$ cat config.mk
export PLATFORM = sky130hd
export DESIGN_NAME = run_length_encoder_escaped_unit
export DESIGN_NICKNAME = d
export VERILOG_FILES = /design/src/design/rlee_pkg.sv /design/src/design/rlee_front.sv /design/src/design/rlee_cmd_fifo.sv /design/src/design/rlee_back.sv /design/src/design/run_length_encoder_escaped_unit.sv
export SDC_FILE = /design/constraint.sdc
export NUM_CORES = 1
export LEC_CHECK = 0
export BUFFER_PORTS_ARGS = -buffer_cell sky130_fd_sc_hd__buf_2
export CAP_MARGIN = 0
export CORE_ASPECT_RATIO = 2
export CORE_MARGIN = 1
export CORE_UTILIZATION = 30
export DETAILED_ROUTE_END_ITERATION = 10
export GPL_TIMING_DRIVEN = 0
export HOLD_SLACK_MARGIN = 0.08
export PLACE_DENSITY_LB_ADDON = 0.3
export SLEW_MARGIN = 20
export SYNTH_ARGS = -nofsm -noshare
export SYNTH_HDL_FRONTEND = slang
export SYNTH_HIERARCHICAL = 1
export SYNTH_SLANG_ARGS = --single-unit
$ cat constraint.sdc
create_clock -name clk_i -period 11.4 [get_ports clk_i]
set_clock_uncertainty 0.2 [all_clocks]
set_input_delay 1.71 -clock clk_i [delete_from_list [all_inputs] [get_ports clk_i]]
set_output_delay 1.71 -clock clk_i [all_outputs]
set_load 0.01 [all_outputs]
$ cat src/design/rlee_pkg.sv
// Shared types and constants for the escaped run-length encoder.
// Holds the flush-command record passed from the front end to the back end.
// No dependencies.
`default_nettype none

package rlee_pkg;

  localparam int unsigned ByteW = 8;
  localparam int unsigned LenW = 4;
  localparam int unsigned IdxW = 1;
  localparam int unsigned QueueDepth = 4;

  localparam logic [LenW-1:0] RunCap = 4'd9;
  localparam logic [LenW-1:0] MinRunCap = 4'd4;
  localparam logic [ByteW-1:0] DigitBase = 8'h30;
  localparam logic [ByteW-1:0] EscapeReset = 8'h2a;
  localparam logic [LenW-1:0] MinRunReset = 4'd4;

  // Configuration register indexes.
  localparam logic [IdxW-1:0] RegEscape = 1'b0;
  localparam logic [IdxW-1:0] RegMinRun = 1'b1;

  // One finished run: either compressed (byte, escape, digit) or raw (len copies).
  typedef struct packed {
    logic             comp;
    logic [ByteW-1:0] run_byte;
    logic [LenW-1:0]  run_len;
  } flush_t;

  // Everything one input item causes: one or two run flushes.
  typedef struct packed {
    flush_t first;
    logic   second_valid;
    flush_t second;
  } cmd_t;

endpackage

`default_nettype wire

$ cat src/design/rlee_front.sv
// Front end of the escaped run-length encoder: run tracking and flush classification.
// Depends on rlee_pkg.
`default_nettype none

module rlee_front
  import rlee_pkg::*;
(
  input  logic             clk_i,
  input  logic             rst_ni,
  input  logic             accept_i,
  input  logic [ByteW-1:0] data_byte_i,
  input  logic             final_byte_i,
  input  logic [ByteW-1:0] escape_i,
  input  logic [LenW-1:0]  min_run_i,
  output logic             cmd_valid_o,
  output cmd_t             cmd_o
);

  logic [ByteW-1:0] run_byte_q, run_byte_d;
  logic [LenW-1:0]  run_len_q, run_len_d;
  logic [LenW-1:0]  min_eff;
  logic             extend;
  logic             flush_old, flush_new;
  logic [LenW-1:0]  grown_len;
  flush_t           old_run, new_run;

  assign min_eff = (min_run_i > MinRunCap) ? MinRunCap : min_run_i;
  assign extend = (run_len_q != '0) && (data_byte_i == run_byte_q) && (run_len_q < RunCap);
  assign flush_old = !extend && (run_len_q != '0);
  assign grown_len = extend ? (run_len_q + 4'd1) : 4'd1;
  assign flush_new = (grown_len >= RunCap) || final_byte_i;

  always_comb begin
    old_run.run_byte = run_byte_q;
    old_run.run_len = run_len_q;
    old_run.comp = (run_byte_q == escape_i) || (run_len_q >= min_eff);
    new_run.run_byte = data_byte_i;
    new_run.run_len = grown_len;
    new_run.comp = (data_byte_i == escape_i) || (grown_len >= min_eff);
  end

  always_comb begin
    cmd_o.first = flush_old ? old_run : new_run;
    cmd_o.second = new_run;
    cmd_o.second_valid = flush_old && flush_new;
    cmd_valid_o = accept_i && (flush_old || flush_new);
  end

  always_comb begin
    run_byte_d = run_byte_q;
    run_len_d = run_len_q;
    if (accept_i) begin
      run_byte_d = data_byte_i;
      run_len_d = flush_new ? '0 : grown_len;
    end
  end

  always_ff @(posedge clk_i or negedge rst_ni) begin
    if (!rst_ni) begin
      run_byte_q <= '0;
      run_len_q <= '0;
    end else begin
      run_byte_q <= run_byte_d;
      run_len_q <= run_len_d;
    end
  end

endmodule

`default_nettype wire

$ cat src/design/rlee_cmd_fifo.sv
// Small command queue between the front and back ends of the encoder.
// Depends on rlee_pkg for the command record.
`default_nettype none

module rlee_cmd_fifo
  import rlee_pkg::*;
#(
  parameter int unsigned Depth = QueueDepth
) (
  input  logic clk_i,
  input  logic rst_ni,
  input  logic push_i,
  input  cmd_t data_i,
  output logic full_o,
  input  logic pop_i,
  output logic empty_o,
  output cmd_t data_o
);

  localparam int unsigned PtrW = (Depth > 1) ? $clog2(Depth) : 1;
  localparam int unsigned CntW = $clog2(Depth + 1);
  localparam logic [PtrW-1:0] LastPtr = PtrW'(Depth - 1);
  localparam logic [CntW-1:0] FullCnt = CntW'(Depth);

  cmd_t            mem_q [Depth];
  logic [PtrW-1:0] wr_ptr_q, wr_ptr_d, rd_ptr_q, rd_ptr_d;
  logic [CntW-1:0] count_q, count_d;

  assign full_o = (count_q == FullCnt);
  assign empty_o = (count_q == '0);
  assign data_o = mem_q[rd_ptr_q];

  always_comb begin
    wr_ptr_d = wr_ptr_q;
    rd_ptr_d = rd_ptr_q;
    count_d = count_q;
    if (push_i) begin
      wr_ptr_d = (wr_ptr_q == LastPtr) ? '0 : wr_ptr_q + 1'b1;
    end
    if (pop_i) begin
      rd_ptr_d = (rd_ptr_q == LastPtr) ? '0 : rd_ptr_q + 1'b1;
    end
    if (push_i && !pop_i) begin
      count_d = count_q + 1'b1;
    end else if (pop_i && !push_i) begin
      count_d = count_q - 1'b1;
    end
  end

  always_ff @(posedge clk_i or negedge rst_ni) begin
    if (!rst_ni) begin
      wr_ptr_q <= '0;
      rd_ptr_q <= '0;
      count_q <= '0;
    end else begin
      wr_ptr_q <= wr_ptr_d;
      rd_ptr_q <= rd_ptr_d;
      count_q <= count_d;
    end
  end

  always_ff @(posedge clk_i) begin
    if (push_i) begin
      mem_q[wr_ptr_q] <= data_i;
    end
  end

`ifndef SYNTH
  a_count_bound: assert property (@(posedge clk_i) disable iff (!rst_ni)
    count_q <= FullCnt) else $error("command queue count overflow");
  a_no_overflow: assert property (@(posedge clk_i) disable iff (!rst_ni)
    push_i |-> !full_o) else $error("push into full command queue");
  a_no_underflow: assert property (@(posedge clk_i) disable iff (!rst_ni)
    pop_i |-> !empty_o) else $error("pop from empty command queue");
`endif

endmodule

`default_nettype wire

$ cat src/design/rlee_back.sv
// Back end of the escaped run-length encoder: expands flush commands into bytes.
// Depends on rlee_pkg; holds the output register of the top level.
`default_nettype none

module rlee_back
  import rlee_pkg::*;
(
  input  logic             clk_i,
  input  logic             rst_ni,
  input  logic             cmd_valid_i,
  input  cmd_t             cmd_i,
  output logic             cmd_pop_o,
  input  logic [ByteW-1:0] escape_i,
  input  logic             pop_i,
  output logic             empty_o,
  output logic [ByteW-1:0] out_byte_o,
  output logic             last_of_burst_o
);

  logic             sel_q, sel_d;
  logic [1:0]       idx_q, idx_d;
  logic             out_valid_q, out_valid_d;
  logic [ByteW-1:0] out_byte_q;
  logic             out_last_q;
  flush_t           cur;
  logic [ByteW-1:0] cur_byte;
  logic             run_done, cmd_done, advance, taken;

  assign cur = sel_q ? cmd_i.second : cmd_i.first;
  assign taken = pop_i && out_valid_q;
  assign advance = cmd_valid_i && (!out_valid_q || taken);

  always_comb begin
    if (cur.comp) begin
      unique case (idx_q)
        2'd0: cur_byte = cur.run_byte;
        2'd1: cur_byte = escape_i;
        default: cur_byte = DigitBase + {4'b0, cur.run_len};
      endcase
      run_done = (idx_q == 2'd2);
    end else begin
      cur_byte = cur.run_byte;
      run_done = ({2'b0, idx_q} + 4'd1) == cur.run_len;
    end
  end

  assign cmd_done = run_done && (sel_q || !cmd_i.second_valid);
  assign cmd_pop_o = advance && cmd_done;

  always_comb begin
    sel_d = sel_q;
    idx_d = idx_q;
    out_valid_d = out_valid_q;
    if (taken) begin
      out_valid_d = 1'b0;
    end
    if (advance) begin
      out_valid_d = 1'b1;
      if (run_done) begin
        idx_d = '0;
        sel_d = !cmd_done;
      end else begin
        idx_d = idx_q + 2'd1;
      end
    end
  end

  always_ff @(posedge clk_i or negedge rst_ni) begin
    if (!rst_ni) begin
      sel_q <= 1'b0;
      idx_q <= '0;
      out_valid_q <= 1'b0;
    end else begin
      sel_q <= sel_d;
      idx_q <= idx_d;
      out_valid_q <= out_valid_d;
    end
  end

  always_ff @(posedge clk_i) begin
    if (advance) begin
      out_byte_q <= cur_byte;
      out_last_q <= cmd_done;
    end
  end

  assign empty_o = !out_valid_q;
  assign out_byte_o = out_byte_q;
  assign last_of_burst_o = out_last_q;

endmodule

`default_nettype wire

$ cat src/design/run_length_encoder_escaped_unit.sv
// Top level of the escaped run-length encoder with configuration registers.
// Depends on rlee_pkg, rlee_front, rlee_cmd_fifo and rlee_back.
//
// Usage: raw bytes enter through a queue-style port (push/full) with a
// final_byte flag on the last byte of a stream. Encoded bytes leave through
// a queue-style port (empty/pop); last_of_burst marks the final byte that
// one input transaction caused. An input transaction that ends no run gives
// no output at all.
// The front end tracks the open run and, per input transaction, produces
// zero, one or two run flushes, already classified as compressed or raw.
// These travel through a small command queue to the back end, which emits
// one byte per cycle into a single output register while the receiver
// keeps popping. The first byte of a transaction passes through the command
// queue and then the output register before it reaches the result ports.
// Input is accepted every cycle until the command queue fills; a flush
// expands into at most three bytes, and a transaction that closes two runs
// into at most six. When the receiver stalls, the output register holds
// its byte, the back end waits, the queue fills and full rises. Reset
// empties the queue and the output register, closes the open run and
// restores escape_char to '*' and min_run to 4. The user must see that
// configuration is written only while idle; the block does not enforce it.
`default_nettype none

module run_length_encoder_escaped_unit
  import rlee_pkg::*;
#(
  parameter int unsigned FifoDepth = QueueDepth
) (
  input  logic             clk_i,
  input  logic             rst_ni,
  input  logic             cfg_we_i,
  input  logic [IdxW-1:0]  cfg_idx_i,
  input  logic [ByteW-1:0] cfg_data_i,
  input  logic             push,
  output logic             full,
  input  logic [ByteW-1:0] data_byte_i,
  input  logic             final_byte_i,
  output logic             empty,
  input  logic             pop,
  output logic [ByteW-1:0] out_byte_o,
  output logic             last_of_burst_o
);

  logic [ByteW-1:0] escape_q;
  logic [LenW-1:0]  min_run_q;
  logic             accept;
  logic             cmd_push, cmd_pop, cmd_empty;
  cmd_t             cmd_in, cmd_head;

  // Configuration registers.
  always_ff @(posedge clk_i or negedge rst_ni) begin
    if (!rst_ni) begin
      escape_q <= EscapeReset;
      min_run_q <= MinRunReset;
    end else if (cfg_we_i) begin
      unique case (cfg_idx_i)
        RegEscape: escape_q <= cfg_data_i;
        RegMinRun: min_run_q <= cfg_data_i[LenW-1:0];
        default: ;
      endcase
    end
  end

  assign accept = push && !full;

  rlee_front u_front (
    .clk_i        (clk_i),
    .rst_ni       (rst_ni),
    .accept_i     (accept),
    .data_byte_i  (data_byte_i),
    .final_byte_i (final_byte_i),
    .escape_i     (escape_q),
    .min_run_i    (min_run_q),
    .cmd_valid_o  (cmd_push),
    .cmd_o        (cmd_in)
  );

  rlee_cmd_fifo #(
    .Depth (FifoDepth)
  ) u_cmd_fifo (
    .clk_i   (clk_i),
    .rst_ni  (rst_ni),
    .push_i  (cmd_push),
    .data_i  (cmd_in),
    .full_o  (full),
    .pop_i   (cmd_pop),
    .empty_o (cmd_empty),
    .data_o  (cmd_head)
  );

  rlee_back u_back (
    .clk_i           (clk_i),
    .rst_ni          (rst_ni),
    .cmd_valid_i     (!cmd_empty),
    .cmd_i           (cmd_head),
    .cmd_pop_o       (cmd_pop),
    .escape_i        (escape_q),
    .pop_i           (pop),
    .empty_o         (empty),
    .out_byte_o      (out_byte_o),
    .last_of_burst_o (last_of_burst_o)
  );

endmodule

`default_nettype wire
==> results of run 1 <==
[through the flow]
stage	util, %	std cells
global route	36.2	769
detailed placement	33.5	736
finish	36.2	769
CTS	36.2	768
floorplan	-	419
global placement	33.1	732
[registers in the layout, indices dropped and copies added, names as in the netlist]
register,cells
u_front/run_len_q,4
u_cmd_fifo/rd_ptr_q,2
u_back/out_byte_o,8
u_back/out_valid_q,1
u_cmd_fifo/count_q,3
u_back/sel_q,1
u_front/run_byte_q,8
u_cmd_fifo/mem_q,108
min_run_q,4
u_back/last_of_burst_o,1
u_back/idx_q,2
u_cmd_fifo/wr_ptr_q,2
escape_q,8
[cells in the mapped netlist (2+ instances only)]
cell and count:
dfstp_2 4, mux2i_1 10, o22ai_1 9, nor3_1 4, nor4_1 4, edfxtp_1 117, buf_6 3, buf_2 5
mux2_4 11, buf_4 10, ha_1 20, nand2b_1 7, nand4_1 2, inv_1 14, a22oi_1 3, dfrtp_1 31
nand2_1 8, nand3_1 4, a21o_1 7, nor2_1 15, nor2b_1 2, a221o_1 2, xnor2_1 13, mux4_2 26
xor2_1 20, o21ai_0 5, and2_1 7, a21oi_1 5, mux2_2 26, clkbuf_1 3, nand3b_1 2
[where the power goes]
part           switching, mW  total (mW)  internal, mW  leakage (nW)
registers             0.0549       0.798         0.743          1.50
logic                  0.373       0.677         0.304          1.25
clock network          0.208       0.575         0.367         0.293
total                  0.636        2.05          1.41          3.04
[logic make-up after synthesis]
kind of cell	synth area share [%]
other cells	0.0536
fa+ha+maj	3.86
xor+xnor	4.36
simple gates	4.92
compound gates	4.11
flops	62.8
mux	16.7
buf+inv	3.17
[worst max path at each step]
stage                               from                 endpoint  slack [ns]  cells past startpoint
after floorplan           data_byte_i[3]  u_cmd_fifo/mem_q[0][26]        7.04                     10
after global placement              push  u_cmd_fifo/mem_q[0][23]        6.22                      5
after detailed placement  data_byte_i[6]  u_cmd_fifo/mem_q[2][26]        6.22                     11
after CTS                 data_byte_i[6]  u_cmd_fifo/mem_q[3][26]        6.66                     11
after global routing      data_byte_i[2]  u_cmd_fifo/mem_q[3][26]        6.59                     11
final                     data_byte_i[2]  u_cmd_fifo/mem_q[1][26]        6.69                     11
[routing by layer]
layer	part of all wire, %	track usage (%)	vias to the layer above
li1	-	-	1704
met1	36	14.1	1874
met2	58	27.0	77
met3	2.9	3.17	27
met4	3.7	7.42	0
met5	0	0	-
[layout make-up]
type | count | area [um^2] | share of cell area [%]
Clock buffer | 24 | 493 | 5.99
Multi-Input combinational cell | 230 | 2390 | 29.0
Inverter | 14 | 52.6 | 0.638
Timing Repair Buffer | 37 | 260 | 3.16
Clock inverter | 8 | 119 | 1.44
Sequential cell | 152 | 4390 | 53.4
Buffer | 23 | 169 | 2.05
Antenna cell | 1 | 2.50 | 0.0304
Tap cell | 280 | 350 | 4.26
==> key figures, run 1 <==
Run status
  – Status: completed

Synthesis
  – Synthesized flop and latch total: between 150 and 200
  – Synthesis warning total: 6
  – Mapped Cells: 418
  – Post-synth top area share: 50.2%
  – Dominant cells by area after synthesis: edfxtp_1 (50%), dfrtp_1 (11%), mux4_2 (8.4%)
  – Area leader, netlist: edfxtp_1
  – Ys async rst share: between 20% and 30%
  – Post-synthesis cell type count: 50
  – Synth Flop Type: edfxtp_1
  – Mapped Area: ~7000 um^2
  – Seq/Total Area, Yosys: about 63%
  – Post-synth EDFFs: around 120
  – Synthesized area per cell: ~17 um^2

Detailed routing
  – WL/cell: 20.1 um
  – Drt total wl: 15500 um
  – Vias/cell: 4.79
  – # DRC: 0
  – Vias: roughly 3700
  – Router iterations before antenna repair: 4
  – Routed Antenna Nets: 0
  – Initial DRC count: about 140

Power
  – Leak Pwr: approximately 3.0 nW
  – PwrDens: 249 nW/um^2
  – Power after layout: 2.05 mW
  – Peak supply drop: between 0.09 and 0.1 mV

Hold path
  – WHS Path Cells: 1
  – HP Class: flip-flop to flip-flop
  – Hold EP: min_run_q[0]
  – Hold path startpoint: min_run_q[0]

CTS
  – # hold bufs at CTS: 0
  – Root Buffer: clkbuf_16
  – H-tree levels: 4
  – CTS sink cnt: 152
  – Worst skew pair latency: between 0.4 and 0.5 ns
  – Setup Buffers After CTS: 0
  – CTS tree: done
  – Clock-pin slew on the worst setup and hold paths: 0.06 ns
  – Total CTS buffers: 17
  – CTS Buffer Depth: 2
  – CTS resizes: 0

Critical path
  – Worst reg2reg startpoint: u_cmd_fifo/rd_ptr_q[1]
  – WP data required: 11.36 ns
  – Worst path slowest cell: nor2_1
  – Worst-path fanout max: 6
  – Crit path launch type: primary input
  – Arr. time, crit path: 4.67 ns
  – Setup CP Type: primary input to flip-flop
  – CP peak stage delay: 0.50 ns
  – R2r worst-path depth: 13
  – Reg2reg setup slack: roughly 7.3 ns
  – WP buf/inv: 2
  – CP cell instances: buf_2 -> xnor2_1 -> nand4_1 -> or3_1 -> buf_2 -> nor2_1 -> ha_1 -> a21o_1 -> a21o_1 -> a221o_1 -> mux2_2
  – Worst path top cell family by delay: simple AND/OR/NAND/NOR gates
  – RR Endpoint: u_cmd_fifo/count_q[1]
  – Worst Setup End Kind: flip-flop

Floorplan
  – Initial Util: ~30%
  – Rows: 78
  – # IOs: 34
  – Die height: around 220 um
  – Die width: 110 um
  – Die area: 24000 um^2
  – Core area: 22700 um^2

Timing
  – Final Hold Vio Count: 0
  – Fin crit period: between 4 and 5 ns
  – Fin. max-slew vios: 0
  – Slew at the pin closest to its max-slew limit: 0.989 ns
  – Unrepaired setup endpoints after global routing: false
  – Post-route setup TNS: 0 ns
  – Slew Limit Headroom: 34.1%
  – Fmax: 213 MHz
  – Final WS setup: 6.69 ns
  – Worst Hold Slack: 0.310 ns
  – Final-report setup violation count: 0
  – Period utilisation layout: 41.3%

Cells and area
  – Commonest non-fill, non-tap cell in the layout: edfxtp_1
  – Share of post-route cells with drive strength above 1: 33.4%
  – Most frequent cells in the layout: edfxtp_1 (117), buf_2 (38), dfrtp_1 (31), mux2_2 (26), mux4_2 (26)
  – Area grow syn2layout: 17.6%
  – # fillers: between 2000 and 2500
  – Finished layout cell area: ~8000 um^2
  – Nets: 519

Placement
  – Setup WS pre-CTS: ~6.2 ns
  – PortBufs: 33
  – Hpwl dp: 11300 um
  – Routability Congestion: 0.796
  – Placed inst area: ~7600 um^2

Global routing
  – Vias in the first global route: around 4100
  – GRT Resource Usage Total: between 10% and 20%
  – Pin count of the biggest net entering global routing: 36
  – First-pass GRT wire length: 23900 um
  – Grt ovf: 0
  – Initial antenna violation count: 1

Job
  – Max-cap violations: 0
Power figures use the tool's default switching activity.
==> run 2, diff against run 1 <==
Clock period 11.4 ns to 4.1 ns, I/O delays scaled along.
==> key figures, run 2 (synthesized netlist as in run 1, its figures left out) <==
Critical path
  – Crit path launch type: flip-flop
  – Reg2reg setup slack: 0.14 ns
  – Worst Setup End Kind: flip-flop
  – R2r worst-path depth: 13
  – Setup CP Type: flip-flop to flip-flop
  – Arr. time, crit path: ~4.1 ns
  – WP data required: between 4 and 5 ns
  – Setup crit end: u_cmd_fifo/count_q[1]
  – Critical Path Source: u_cmd_fifo/rd_ptr_q[1]
  – RR Endpoint: u_cmd_fifo/count_q[1]
  – Worst reg2reg startpoint: u_cmd_fifo/rd_ptr_q[1]
  – Worst-path fanout max: 10

Timing
  – Slew Limit Headroom: 33.5%
  – Slew at the pin closest to its max-slew limit: between 0.9 and 1 ns
  – Fin. max-slew vios: 0
  – Worst Hold Slack: 0.115 ns
  – Fin crit period: 3.96 ns
  – Final Hold Vio Count: 0
  – Period utilisation layout: a little over nine tenths
  – Final-report setup violation count: 0
  – Post-route setup TNS: 0 ns
  – Fmax: 253 MHz

Power
  – Pint: ~4 mW
  – PwrDens: between 600 and 700 nW/um^2
  – Leak Pwr: 3.04 nW
  – Switching fraction of total power: 31.0%
  – Clock Power Share: 28.0%
  – NetSw: 1.77 mW
  – Sequential power share: 38.9%
  – Peak supply drop: 0.264 mV
  – Power after layout: 5.70 mW
  – Combinational Power Share: between 30 and 40%

Global routing
  – Grt ovf: 0
  – Gr busiest metal: met2
  – Pin count of the biggest net entering global routing: 36
  – Global routing usage on met1: 14.1%
  – First-pass GRT wire length: 23900 um
  – Met2 Use GR: 27.0%
  – GRT Resource Usage Total: 14.4%
  – Vias in the first global route: 4070
  – Initial antenna violation count: 1
  – Met3 usage: 3.17%

Floorplan
  – Die area: 24000 um^2
  – Core area: 22700 um^2
  – Die width: 110 um
  – Rows: just under 80
  – Initial Util: 30.8%
  – # IOs: 34
  – Die height: about 220 um

Detailed routing
  – WL/cell: ~20 um
  – Routed Antenna Nets: 0
  – Router iterations before antenna repair: 4
  – Vias/cell: 4.75
  – Drt total wl: 15500 um
  – # DRC: 0
  – Initial DRC count: 144
  – Vias: about 3600

CTS
  – CTS Buffer Depth: 2
  – # hold bufs at CTS: 0
  – Total CTS buffers: 17
  – CTS tree: done
  – Root Buffer: clkbuf_16
  – Setup Buffers After CTS: 0
  – Clock-pin slew on the worst setup and hold paths: ~0.060 ns
  – Worst skew pair latency: 0.42 ns
  – CTS sink cnt: 152
  – H-tree levels: 4

Cells and area
  – Multi-input logic area: 2390 um^2
  – Storage cell area: between 4000 and 5000 um^2
  – Finished layout cell area: 8240 um^2
  – Largest reg by FF count: u_cmd_fifo/mem_q
  – Commonest non-fill, non-tap cell in the layout: edfxtp_1
  – Largest register FFs: 108
  – Most frequent cells in the layout: edfxtp_1 (117), buf_2 (36), dfrtp_1 (31), mux2_2 (26), mux4_2 (26)
  – Area grow syn2layout: 17.8%
  – Nets: a little over 500
  – Layout Cells excl Fill: 769
  – Share of post-route cells with drive strength above 1: around a third
  – # fillers: around 2100

Hold path
  – HP Class: primary input to async pin

Placement
  – Placed inst area: between 7000 and 8000 um^2
  – Hpwl dp: 11300 um
  – Placed insts: 736
  – Routability Congestion: 0.796
  – PortBufs: 33

Job
  – Max-cap violations: 0

Run status
  – Status: completed
==> run 2: area by class of cell <==
class | instances | share of cell area (%)
Timing Repair Buffer | 37 | 3.16
Multi-Input combinational cell | 230 | 29.1
Tap cell | 280 | 4.25
Clock inverter | 8 | 1.44
Buffer | 23 | 2.11
Antenna cell | 1 | 0.0304
Clock buffer | 24 | 5.98
Sequential cell | 152 | 53.3
Inverter | 14 | 0.638
==> run 2: what timing repair did <==
action	CTS	global route
pin swaps	0	0
setup endpoints to repair	2	6
endpoints found under the hold margin	0	0
resized for setup	2	2
==> run 2: how the worst min path moves through the flow <==
| stage | start | end | depth (start not counted) | slack, ns |
|---|---|---|---|---|
| finish | rst_ni | u_back/out_valid_q | 1 | 0.11 |
| global route | rst_ni | u_back/out_valid_q | 1 | 0.17 |
| CTS | rst_ni | u_back/out_valid_q | 1 | 0.15 |
| detailed placement | min_run_q[0] | min_run_q[0] | 1 | 0.30 |
| global placement | u_cmd_fifo/count_q[2] | u_cmd_fifo/count_q[2] | 1 | 0.27 |
| floorplan | rst_ni | escape_q[0] | 0 | 0.12 |
==> run 2: power by group through the flow <==
stage	clock, mW	combinational, mW	sequential [mW]
floorplan	0	1.30	2.23
global placement	0	1.83	2.24
detailed placement	0	1.92	2.25
CTS	1.63	1.94	2.22
global route	1.69	2.06	2.25
finish	1.60	1.89	2.22
==> run 2: through the flow <==
stage	util, %	setup slack (ns)
detailed placement	33.5	-0.0817
CTS	36.2	0.0234
global route	36.2	-0.0152
finish	36.2	0.140
floorplan	-	0.535
global placement	33.1	0.00258
==> run 2: worst max-delay path, stage by stage (launching register included) <==
cell,delay (ns)
dfrtp_1,0.35
buf_2,0.31
buf_4,0.30
mux4_2,0.32
mux2_4,0.33
xor2_2,0.17
o41ai_4,0.45
nand2_2,0.12
nor2_2,0.21
inv_1,0.11
ha_1,0.22
inv_1,0.07
fa_1,0.41
mux2_2,0.27
==> run 2: per-layer routing <==
layer / part of all wire, % / vias to the layer above
met5: 0 / -
met4: 3.5 / 0
met3: 2.8 / 25
met2: 58 / 70
met1: 36 / 1853
li1: - / 1701
==> run 3, diff against run 2 <==
Settings changed: RECOVER_POWER from default to 100.
==> key figures, run 3 (synthesized netlist as in run 1, its figures left out) <==
Global routing
  – First-pass GRT wire length: 23900 um
  – Pin count of the biggest net entering global routing: 36
  – Vias in the first global route: 4070
  – Initial antenna violation count: 1
  – Grt ovf: 0
  – GRT Resource Usage Total: 14.4%

Critical path
  – Setup CP Type: flip-flop to flip-flop
  – Arr. time, crit path: 4.09 ns
  – Worst-path fanout max: 10
  – CP cell instances: buf_2 -> buf_4 -> mux4_2 -> mux2_4 -> xor2_2 -> o41ai_4 -> nand2_2 -> nor2_2 -> inv_1 -> ha_1 -> inv_1 -> fa_1 -> mux2_2
  – Crit path launch type: flip-flop
  – WP data required: roughly 4.2 ns
  – WP buf/inv: 4
  – Reg2reg setup slack: 0.12 ns
  – Worst Setup End Kind: flip-flop
  – CP peak stage delay: 0.45 ns
  – Worst path top cell family by delay: multiplexers
  – Most frequent CP cell: inv_1
  – Worst path slowest cell: o41ai_4

Placement
  – Hpwl dp: roughly 11000 um
  – Routability Congestion: ~0.8
  – PortBufs: 33

Power
  – Peak supply drop: around 0.26 mV
  – Switching fraction of total power: 31.3%
  – Clock Power Share: 28.3%
  – Sequential power share: 39.3%
  – NetSw: 1.77 mW
  – Combinational Power Share: between 30 and 40%
  – Leak Pwr: around 2.9 nW
  – PwrDens: 699 nW/um^2
  – Pint: between 3 and 4 mW

CTS
  – H-tree levels: 4
  – Root Buffer: clkbuf_16
  – Clock-pin slew on the worst setup and hold paths: about 0.060 ns
  – Worst skew pair latency: 0.42 ns
  – CTS sink cnt: 152
  – Setup Buffers After CTS: 0
  – CTS tree: done
  – CTS Buffer Depth: 2
  – Total CTS buffers: 17

Cells and area
  – Largest register FFs: around 110
  – Final Util: around 36%
  – Most frequent cells in the layout: edfxtp_1 (117), clkbuf_1 (37), dfrtp_1 (31), mux4_2 (26)
  – Largest reg by FF count: u_cmd_fifo/mem_q
  – Share of post-route cells with drive strength above 1: 23.4%
  – Commonest non-fill, non-tap cell in the layout: edfxtp_1
  – Area grow syn2layout: 15.6%
  – Nets: 519

Timing
  – Final-report setup violation count: 0
  – Final Hold Vio Count: 0
  – Slew at the pin closest to its max-slew limit: ~2.1 ns
  – Period utilisation layout: about 97%
  – Fmax: 252 MHz
  – Worst Hold Slack: around 0.22 ns
  – Slew Limit Headroom: -40.5%
  – Fin. max-slew vios: 36
  – Fin crit period: slightly below 4 ns

Floorplan
  – Die height: 218 um
  – Rows: 78
  – Core area: between 20000 and 25000 um^2
  – Initial Util: 30.8%
  – # IOs: 34
  – Die width: about 110 um
  – Die area: about 24000 um^2

Detailed routing
  – Drt total wl: 15500 um
  – Vias/cell: 4.75
  – Router iterations before antenna repair: 4
  – WL/cell: 20.2 um
  – # DRC: 0
  – Routed Antenna Nets: 0
  – Initial DRC count: 129
  – Vias: 3654

Run status
  – Status: complete, but fails checks
  – Failing checks: capacitance limit, slew limit

Hold path
  – HP Class: primary input to flip-flop

Job
  – Max-cap violations: 1
run 3: changes by cell type in the layout (fill, tap and decap cells not counted), moves of 2 or more:
cell	previous run	this run
mux2_4	11	4
buf_2	36	15
buf_4	12	4
mux2_2	26	18
clkbuf_4	0	2
and2_0	0	6
clkbuf_1	7	37
mux2_1	0	15
and2_1	3	1
and2_2	4	0
run 3: cell type report:
type	instances	area (um^2)
fill	2159	14700
sequential	152	4390
multi-input combinational	230	2340
clock buffer	24	493
tap	280	350
timing repair buffer	37	201
buffer	23	136
clock inverter	8	119
inverter	14	52.6
antenna	1	2.50
run 3: metal layers:
layer	part of all wire, %	GRT usage (%)	vias up
met5	0	0	-
met3	2.8	3.17	30
met4	3.5	7.42	0
met2	58	27.0	64
li1	-	-	1701
met1	36	14.1	1859
run 3: through the flow:
stage	worst slack [ns]	total power [mW]	instances	instance area [um^2]	TNS, ns
after floorplan	0.535	3.54	419	7000	0
after global placement	0.00258	4.07	732	7520	0
after detailed placement	-0.0817	4.17	736	7620	-0.0817
after CTS	0.0234	5.78	768	8230	0
after global routing	-0.0151	5.94	769	8090	-0.0151
final	0.125	5.65	769	8090	0
run 3: final timing paths:
check | start | endpoint | cells after the start
setup / recovery | u_cmd_fifo/rd_ptr_q[1] | u_cmd_fifo/count_q[1] | 13
hold reg to reg | min_run_q[0] | min_run_q[0] | 1
min in group asynchronous | rst_ni | u_back/out_valid_q | 1
max in group asynchronous | rst_ni | u_back/idx_q[1] | 1
hold / removal | cfg_data_i[6] | escape_q[6] | 2
setup reg to reg | u_cmd_fifo/rd_ptr_q[1] | u_cmd_fifo/count_q[1] | 13
run 3: power by group through the flow:
stage | Sequential (mW) | Clock, mW | Combinational [mW]
floorplan | 2.23 | 0 | 1.30
global placement | 2.24 | 0 | 1.83
detailed placement | 2.25 | 0 | 1.92
CTS | 2.22 | 1.63 | 1.94
global route | 2.26 | 1.69 | 2.00
finish | 2.22 | 1.60 | 1.83
run 3: timing repair:
item | 4_1_cts | 5_1_grt
endpoints found under the hold margin | 0 | 0
cloned | 0 | 0
hold buffers | 0 | 0
setup endpoints to repair | 2 | 6
gates resized for setup | 2 | 2
run 3: worst reg2reg max path, delay by kind of cell, from the launching register on:
kind            cells  cell delay [ns]
fa+ha+maj           2             0.63
simple gates        2             0.33
compound gates      1             0.45
buf+inv             4             0.80
xor+xnor            1             0.17
mux                 3             0.93
flops               1             0.34
